## src/rtl/spd_pkg.sv

```systemverilog
// Package for the sensor packet deframer: word types, result kinds and constants.
// Used by spd_eval, spd_out_fifo and sensor_packet_deframer. No dependencies.
package spd_pkg;

    // Bytes held in the window ahead of the newest byte.
    localparam int unsigned WIN_KEEP = 18;
    localparam int unsigned WIN_IDX_W = 5;
    localparam logic [WIN_IDX_W-1:0] WIN_FULL = WIN_IDX_W'(WIN_KEEP);

    localparam int unsigned SKIP_W = 2;
    localparam logic [SKIP_W-1:0] MAX_SKIPS = 2'd3;

    localparam logic [15:0] CAPACITY_RESET = 16'd20480;
    localparam logic [15:0] COUNT_QUIRK = 16'd256;

    localparam logic [7:0] BATT_MARK_HI = 8'hFF;
    localparam logic [7:0] BATT_MARK_LO = 8'h00;

    localparam logic [1:0] KIND_SAMPLE = 2'd0;
    localparam logic [1:0] KIND_BATTERY = 2'd1;
    localparam logic [1:0] KIND_FRAME_END = 2'd2;

    // Output queue depth; one processed byte can push two words.
    localparam int unsigned FIFO_DEPTH = 4;
    localparam int unsigned FIFO_PTR_W = 2;
    localparam int unsigned FIFO_CNT_W = 3;

    typedef struct packed {
        logic [7:0] byte_value;
        logic       frame_last;
    } in_t;

    typedef struct packed {
        logic [1:0]  kind;
        logic [15:0] value;
        logic [15:0] index;
        logic        run_last;
    } out_t;

    // Words produced by one processed byte, first word in r0.
    typedef struct packed {
        logic [1:0] cnt;
        out_t       r0;
        out_t       r1;
    } res_t;

endpackage

```

## src/rtl/spd_eval.sv

```systemverilog
// Input register, sliding window and per-byte evaluation of the deframer.
// Depends on spd_pkg for the word types, result kinds and constants.
module spd_eval (
    input  logic            clk,
    input  logic            rst_n,
    input  logic            in_valid,
    output logic            in_ready,
    input  spd_pkg::in_t    in_data,
    input  logic            space_ok,
    input  logic [15:0]     capacity,
    output spd_pkg::res_t   res
);

    logic                           in_vld_reg;
    spd_pkg::in_t                   in_reg;
    logic                           proc;

    logic [7:0]                     win_reg [spd_pkg::WIN_KEEP];
    logic [7:0]                     win_next [spd_pkg::WIN_KEEP];
    logic [7:0]                     wb [spd_pkg::WIN_KEEP+1];

    logic [spd_pkg::WIN_IDX_W-1:0]  fill_reg, fill_next;
    logic [15:0]                    count_reg, count_next;
    logic [7:0]                     prev_reg, prev_next;
    logic [spd_pkg::SKIP_W-1:0]     skip_reg, skip_next;
    logic                           full_reg, full_next;

    logic [15:0]                    count_eval;
    logic                           seq;
    logic                           battery;
    logic                           test_cap;
    logic [1:0]                     n;
    spd_pkg::out_t                  word;

    assign proc = in_vld_reg && space_ok;
    assign in_ready = !in_vld_reg || proc;

    always_ff @(posedge clk or negedge rst_n)
    begin
        if (!rst_n)
        begin
            in_vld_reg <= 1'b0;
        end
        else if (in_ready)
        begin
            in_vld_reg <= in_valid;
        end
    end

    always_ff @(posedge clk)
    begin
        if (in_ready && in_valid)
        begin
            in_reg <= in_data;
        end
    end

    // Full window: the 18 stored bytes followed by the byte being processed.
    always_comb
    begin
        for (int i = 0; i < spd_pkg::WIN_KEEP; i++)
        begin
            wb[i] = win_reg[i];
        end
        wb[spd_pkg::WIN_KEEP] = in_reg.byte_value;
    end

    // Seven headers three bytes apart, each one more than the last.
    always_comb
    begin
        seq = 1'b1;
        for (int k = 1; k <= 6; k++)
        begin
            if (wb[3*k] != wb[3*k-3] + 8'd1)
            begin
                seq = 1'b0;
            end
        end
    end

    assign battery = (wb[0] == spd_pkg::BATT_MARK_HI) && (wb[1] == spd_pkg::BATT_MARK_LO)
                  && (wb[2] != spd_pkg::BATT_MARK_LO) && (wb[3] != spd_pkg::BATT_MARK_LO)
                  && (wb[4] == spd_pkg::BATT_MARK_LO) && (wb[5] == spd_pkg::BATT_MARK_HI);

    // The count is bumped by the pending skips when it sits exactly at 256.
    assign count_eval = (count_reg == spd_pkg::COUNT_QUIRK)
                      ? count_reg + {14'd0, skip_reg} : count_reg;

    always_comb
    begin
        for (int i = 0; i < spd_pkg::WIN_KEEP; i++)
        begin
            win_next[i] = win_reg[i];
        end
        fill_next  = fill_reg;
        count_next = count_reg;
        prev_next  = prev_reg;
        skip_next  = skip_reg;
        full_next  = full_reg;
        test_cap   = 1'b1;
        n          = 2'd0;
        word       = '0;
        res        = '0;

        if (proc)
        begin
            for (int i = 0; i < spd_pkg::WIN_KEEP - 1; i++)
            begin
                win_next[i] = win_reg[i+1];
            end
            win_next[spd_pkg::WIN_KEEP-1] = in_reg.byte_value;

            if (fill_reg < spd_pkg::WIN_FULL)
            begin
                fill_next = fill_reg + 5'd1;
            end
            else if (!full_reg)
            begin
                count_next = count_eval;
                if (seq)
                begin
                    if ((wb[0] != prev_reg + 8'd1) && (count_eval != 16'd0)
                        && (skip_reg < spd_pkg::MAX_SKIPS))
                    begin
                        skip_next = skip_reg + 2'd1;
                        test_cap  = 1'b0;
                    end
                    else
                    begin
                        word.kind  = spd_pkg::KIND_SAMPLE;
                        word.value = {wb[2], wb[1]};
                        word.index = count_eval;
                        res.r0     = word;
                        n          = 2'd1;
                        count_next = count_eval + 16'd1;
                        prev_next  = wb[0];
                        skip_next  = '0;
                    end
                end
                else if (battery)
                begin
                    word.kind  = spd_pkg::KIND_BATTERY;
                    word.value = {wb[3], wb[2]};
                    word.index = 16'd0;
                    res.r0     = word;
                    n          = 2'd1;
                end
                if (test_cap && (count_next >= capacity))
                begin
                    full_next = 1'b1;
                end
            end

            if (in_reg.frame_last)
            begin
                word.kind     = spd_pkg::KIND_FRAME_END;
                word.value    = count_next;
                word.index    = 16'd0;
                word.run_last = 1'b1;
                if (n == 2'd0)
                begin
                    res.r0 = word;
                end
                else
                begin
                    res.r1 = word;
                end
                n          = n + 2'd1;
                fill_next  = '0;
                count_next = '0;
                prev_next  = '0;
                skip_next  = '0;
                full_next  = 1'b0;
            end
            else if (n == 2'd1)
            begin
                res.r0.run_last = 1'b1;
            end
            res.cnt = n;
        end
    end

    always_ff @(posedge clk or negedge rst_n)
    begin
        if (!rst_n)
        begin
            for (int i = 0; i < spd_pkg::WIN_KEEP; i++)
            begin
                win_reg[i] <= '0;
            end
            fill_reg  <= '0;
            count_reg <= '0;
            prev_reg  <= '0;
            skip_reg  <= '0;
            full_reg  <= 1'b0;
        end
        else
        begin
            win_reg   <= win_next;
            fill_reg  <= fill_next;
            count_reg <= count_next;
            prev_reg  <= prev_next;
            skip_reg  <= skip_next;
            full_reg  <= full_next;
        end
    end

    a_fill_bound: assert property (@(posedge clk) disable iff (!rst_n)
        fill_reg <= spd_pkg::WIN_FULL)
        else $error("window fill level beyond the window size");

    a_frame_clear: assert property (@(posedge clk) disable iff (!rst_n)
        (proc && in_reg.frame_last) |=> (fill_reg == '0 && count_reg == '0 && !full_reg))
        else $error("frame state not cleared after the last byte");

    a_end_word: assert property (@(posedge clk) disable iff (!rst_n)
        (proc && in_reg.frame_last) |-> (res.cnt != 2'd0))
        else $error("last byte of a frame produced no frame end word");

    a_no_eval_short: assert property (@(posedge clk) disable iff (!rst_n)
        (proc && fill_reg < spd_pkg::WIN_FULL && !in_reg.frame_last) |-> (res.cnt == 2'd0))
        else $error("word produced before the window was full");

endmodule

```

## src/rtl/spd_out_fifo.sv

```systemverilog
// Four-word output queue that takes up to two words per cycle and hands out one.
// Depends on spd_pkg for the word and result types.
module spd_out_fifo (
    input  logic            clk,
    input  logic            rst_n,
    input  spd_pkg::res_t   res,
    output logic            space_ok,
    output logic            out_valid,
    input  logic            out_ready,
    output spd_pkg::out_t   out_data
);

    spd_pkg::out_t                   mem [spd_pkg::FIFO_DEPTH];
    logic [spd_pkg::FIFO_PTR_W-1:0]  wr_reg, wr_next;
    logic [spd_pkg::FIFO_PTR_W-1:0]  rd_reg, rd_next;
    logic [spd_pkg::FIFO_CNT_W-1:0]  cnt_reg, cnt_next;
    logic                            pop;

    assign out_valid = (cnt_reg != '0);
    assign out_data  = mem[rd_reg];
    assign pop       = out_valid && out_ready;
    // Room for the two words that the next byte may push.
    assign space_ok  = (cnt_reg <= spd_pkg::FIFO_CNT_W'(spd_pkg::FIFO_DEPTH - 2));

    assign wr_next  = wr_reg + spd_pkg::FIFO_PTR_W'(res.cnt);
    assign rd_next  = rd_reg + spd_pkg::FIFO_PTR_W'(pop);
    assign cnt_next = cnt_reg + spd_pkg::FIFO_CNT_W'(res.cnt)
                    - spd_pkg::FIFO_CNT_W'(pop);

    always_ff @(posedge clk)
    begin
        if (res.cnt != 2'd0)
        begin
            mem[wr_reg] <= res.r0;
        end
        if (res.cnt == 2'd2)
        begin
            mem[wr_reg + spd_pkg::FIFO_PTR_W'(1)] <= res.r1;
        end
    end

    always_ff @(posedge clk or negedge rst_n)
    begin
        if (!rst_n)
        begin
            wr_reg  <= '0;
            rd_reg  <= '0;
            cnt_reg <= '0;
        end
        else
        begin
            wr_reg  <= wr_next;
            rd_reg  <= rd_next;
            cnt_reg <= cnt_next;
        end
    end

    a_no_overflow: assert property (@(posedge clk) disable iff (!rst_n)
        (res.cnt != 2'd0) |-> (cnt_reg <= spd_pkg::FIFO_CNT_W'(spd_pkg::FIFO_DEPTH - 2)))
        else $error("words pushed without room in the output queue");

    a_cnt_bound: assert property (@(posedge clk) disable iff (!rst_n)
        cnt_reg <= spd_pkg::FIFO_CNT_W'(spd_pkg::FIFO_DEPTH))
        else $error("output queue count beyond its depth");

    a_ptr_track: assert property (@(posedge clk) disable iff (!rst_n)
        cnt_reg[spd_pkg::FIFO_PTR_W-1:0] == wr_reg - rd_reg)
        else $error("queue pointers disagree with the count");

endmodule

```

## src/rtl/sensor_packet_deframer.sv

```systemverilog
// Top level of the sensor packet deframer, built on spd_pkg, spd_eval and spd_out_fifo.
// An accepted byte waits in the input register until its words are written into the queue.
// Throughput: one byte per cycle while the four-word output queue holds two words or
// fewer; a frame-end byte can push two words, and the input stalls while three or four wait.
// Reset (rst_n, asynchronous, active low) clears the window, the frame state and the
// queue, and sets the sample capacity to 20480.
module sensor_packet_deframer (
    input  logic            clk,
    input  logic            rst_n,
    input  logic            in_valid,
    output logic            in_ready,
    input  spd_pkg::in_t    in_data,
    output logic            out_valid,
    input  logic            out_ready,
    output spd_pkg::out_t   out_data,
    input  logic            cfg_valid,
    output logic            cfg_ready,
    input  logic [15:0]     cfg_data
);

    logic [15:0]    capacity_reg;
    logic           space_ok;
    spd_pkg::res_t  res;

    assign cfg_ready = 1'b1;

    always_ff @(posedge clk or negedge rst_n)
    begin
        if (!rst_n)
        begin
            capacity_reg <= spd_pkg::CAPACITY_RESET;
        end
        else if (cfg_valid && cfg_ready)
        begin
            capacity_reg <= cfg_data;
        end
    end

    spd_eval u_eval (
        .clk      (clk),
        .rst_n    (rst_n),
        .in_valid (in_valid),
        .in_ready (in_ready),
        .in_data  (in_data),
        .space_ok (space_ok),
        .capacity (capacity_reg),
        .res      (res)
    );

    spd_out_fifo u_out_fifo (
        .clk       (clk),
        .rst_n     (rst_n),
        .res       (res),
        .space_ok  (space_ok),
        .out_valid (out_valid),
        .out_ready (out_ready),
        .out_data  (out_data)
    );

endmodule
```

## config.mk

```make
export PLATFORM = sky130hd
export DESIGN_NAME = sensor_packet_deframer
export DESIGN_NICKNAME = d
export VERILOG_FILES = /design/src/rtl/spd_pkg.sv /design/src/rtl/spd_eval.sv /design/src/rtl/spd_out_fifo.sv /design/src/rtl/sensor_packet_deframer.sv
export SDC_FILE = /design/constraint.sdc
export NUM_CORES = 1
export LEC_CHECK = 0
export CAP_MARGIN = 5
export CORE_ASPECT_RATIO = 1.25
export CORE_UTILIZATION = 30
export CTS_CLUSTER_SIZE = 25
export DETAILED_ROUTE_END_ITERATION = 6
export DONT_BUFFER_PORTS = 1
export RECOVER_POWER = 100
export SYNTH_ARGS = -nofsm -noshare
export SYNTH_HDL_FRONTEND = slang
export SYNTH_SLANG_ARGS = --single-unit
export TNS_END_PERCENT = 5
```

## constraint.sdc

```tcl
create_clock -name clk -period 5.5 [get_ports clk]
set_input_delay 1.1 -clock clk [delete_from_list [all_inputs] [get_ports clk]]
set_output_delay 1.1 -clock clk [all_outputs]
set_load 0.01 [all_outputs]
```

==> impl_results.md <==
* Outcome: complete, but fails checks
* Failing checks: capacitance limit, slew limit
* Clock Sinks at 349
* P&R area growth vs syn at 12.1%
* WP data arrival at ~5.5 ns
* Drt pass-1 iters at 5
* Largest net degree at the start of global routing at around 200
* First-pass GRT wire length at 77500 um
* Row cnt at 98
* Nets at 1810
* CTS H-tree depth at 2
* Total negative slack at 0 ns
* Final non-filler cell total at 2522
* Post-CTS setup repair buffer count at 0
* DR vias at approximately 13000
* Inst Count DP at 2449
* Die area at between 50000 and 60000 um2
* Post-CTS Resized at 0
* Multi-input logic area at about 7800 um2
* Aggregate routed wire length at 49300 um
* Final Cycle Share at 95.9%
* DP HPWL at between 30000 and 40000 um
* Core area at 57100 um2
* Longest Clk Path Bufs at 3
* Top FF cell, synth: dfrtp_1
* Placer congestion estimate at around 0.9
* DRC at 0
* Final Hold Violating Endpoints at 0
* Max reg flops at 144
* Ys async rst share at 57.3%
* CP max stage delay at 0.67 ns
* Worst skew pair latency at 0.57 ns
* Slew @ Worst Pin at 1.53 ns
* Post-synth net total at 1835
* Reg area at 8800 um2
* Total grt overflow at 0
* TritonCTS buffer count at 40
* Leakage at 0.00824 uW
* F_max at 190 MHz
* IO Count at 68
* Critical path peak fanout at 16
* Ys Warns at 0
* Unrepaired setup endpoints after global routing: no
* Hold_buf cts at 0
* Crit-path slowest cell: dfrtp_1
* Slew Limit Fails at 145
* Max cap viols at 3
* EDFF count, synth at roughly 80
* Vias in the first global route at 13000
* Worst VDD drop at 0.249 mV
* CTS root buffer: clkbuf_16
* PortBufs at 0
* Hold Path Class: primary input to asynchronous set/reset pin
* Yosys cell types at roughly 90
* Final Instance Area at 19500 um2
* Pwr Total at 9340 uW
* Fin crit period at 5.27 ns
* Register bit count reported by yosys at ~350
* # fillers at 5869
* Post-synthesis cell area at 17400 um2
* Crit-path cells: nand3_1, o21a_1, or4_1, o21ai_0, nand3b_2, nor3_4, mux2i_4, ha_1, nor2b_1, clkbuf_1, a21oi_1, or3_1, inv_1, clkbuf_2
* Gr usage total at 16.8%
* Pwr dens at between 400 and 500 nW/um2
* Worst path required time at 5.70 ns
* Setup Viol. Count Final at 0
* Die Wd at around 220 um
* Crit end category: register
* WL per Instance at roughly 20 um
* Setup slack, reg-to-reg at 0.23 ns
* Dpl cell area at 18200 um2
* Syn_area_per_cell at around 10 um2
* Die H at 271 um
* Most common cell after layout, fill and taps aside: nand2_1
* Clock transition at path regs at around 0.060 ns
* Ratio of cells with drive above 1 in the final layout at roughly a tenth
* Sequential share of the synthesized area at 50.7%
* Clock Skews at 0.0341 ns
* CTS tree: yes
* Final ANT Viol Nets at 0
* Initial core utilization at 30.4%
* Most frequent cells in the layout: 523 x nand2_1, 198 x dfrtp_1, 87 x o21ai_0
* Slew headroom at -2.24%
* Drt first-iter violations at about 1200
* WS Path Type: register to register
* Antenna violations before repair at 0
* Critical path startpoint category: register
* Drt via density at 5.23
* Antenna Cells at 0
* Cell count after synthesis at about 1800
cells in the mapped netlist (4+ instances only):
master | count | share of area, %
nor2b_1 | 8 | 0.29
mux2i_1 | 8 | 0.46
o22ai_2 | 10 | 0.72
o2bb2ai_1 | 4 | 0.20
and3_1 | 18 | 0.65
o22ai_1 | 62 | 2.2
or3_1 | 8 | 0.29
a211oi_1 | 8 | 0.35
a21o_1 | 6 | 0.26
nand2_1 | 523 | 11
xnor2_1 | 50 | 2.5
ha_1 | 37 | 2.7
nand4b_1 | 6 | 0.30
o21ai_1 | 6 | 0.17
buf_1 | 5 | 0.11
mux2_2 | 6 | 0.39
nand4_1 | 20 | 0.72
xor2_1 | 40 | 2.0
o21ai_0 | 81 | 2.3
a21oi_1 | 18 | 0.52
a22o_1 | 75 | 3.8
buf_4 | 4 | 0.17
mux4_2 | 35 | 4.5
nor4_1 | 18 | 0.65
nor3_1 | 18 | 0.52
nor2_1 | 43 | 0.93
dfxtp_1 | 68 | 7.8
o211ai_1 | 4 | 0.17
and2_1 | 7 | 0.25
edfxtp_1 | 81 | 14
a31oi_1 | 6 | 0.22
a22oi_1 | 5 | 0.22
inv_1 | 50 | 1.1
o31ai_1 | 4 | 0.17
dfrtp_1 | 198 | 29
nand3_1 | 37 | 1.1
nand2b_1 | 6 | 0.22
buf_2 | 30 | 0.86
clkbuf_1 | 77 | 1.7
o21a_1 | 4 | 0.17
final timing paths:
check / from / end / cells after the start
hold reg to reg: u_out_fifo.mem[2][3] / u_out_fifo.mem[2][3] / 2
min in group clk: u_out_fifo.mem[2][3] / u_out_fifo.mem[2][3] / 2
setup / recovery: u_eval.wb[123] / u_out_fifo.mem[1][32] / 14
setup reg to reg: u_eval.wb[123] / u_out_fifo.mem[1][32] / 14
max in group asynchronous: rst_n / capacity_reg[12] / 0
hold / removal: rst_n / u_eval.wb[123] / 0
critical path, delay by kind of cell (launching register included):
family | cells | cell delay, ns
AND/OR/NAND/NOR | 6 | 1.88
adder cells (fa/ha/maj) | 1 | 0.42
AO/OA/AOI/OAI | 3 | 0.78
flip-flops | 1 | 0.67
multiplexers | 1 | 0.39
buffers and inverters | 3 | 0.75
logic make-up (layout without fill, tap and decap cells):
family                     after synthesis  count (layout)  share of synthesized area [%]
buffers and inverters                  171             177                           4.17
muxes                                   50              50                           5.52
DFF                                    349             349                           50.7
other                                    1               1                         0.0216
xor gates and xnor gates                91              91                           4.63
and+or+nand+nor                        741             741                           18.9
adders and majority gates               40              40                           2.96
AOI/OAI and AO/OA                      323             323                           13.1
per-stage QoR:
stage	hold WS, ns	utilization (%)	setup WS, ns
final	0.252	34.1	0.228
after global routing	0.222	34.1	0.0122
after CTS	0.201	34.2	0.375
after detailed placement	0.428	31.8	0.443
after global placement	0.421	31.8	0.411
after floorplan	0.410	-	0.838
where the power goes:
part / switching, uW / internal, uW
clock network: 1100 / 1690
logic: 1810 / 969
registers: 610 / 3170
total: 3520 / 5830
layout make-up:
class	count	area share, %
flip-flops and latches	349	45.2
clock inverters	18	1.25
inverters	51	0.996
well taps	750	4.82
repair buffers	53	1.78
clock buffers	55	5.85
multi-input cells	1246	40.1
layer usage:
layer | part of all wire [%] | up-vias | wire length [um] | global-route usage, %
li1 | - | 6175 | - | -
met1 | 41 | 6548 | 20100 | 20.6
met2 | 51 | 373 | 25200 | 29.7
met3 | 4.6 | 86 | 2290 | 2.39
met4 | 3.4 | 0 | 1700 | 6.39
met5 | 0 | - | 0 | 0
No activity file was read; power rests on OpenSTA's default activity.
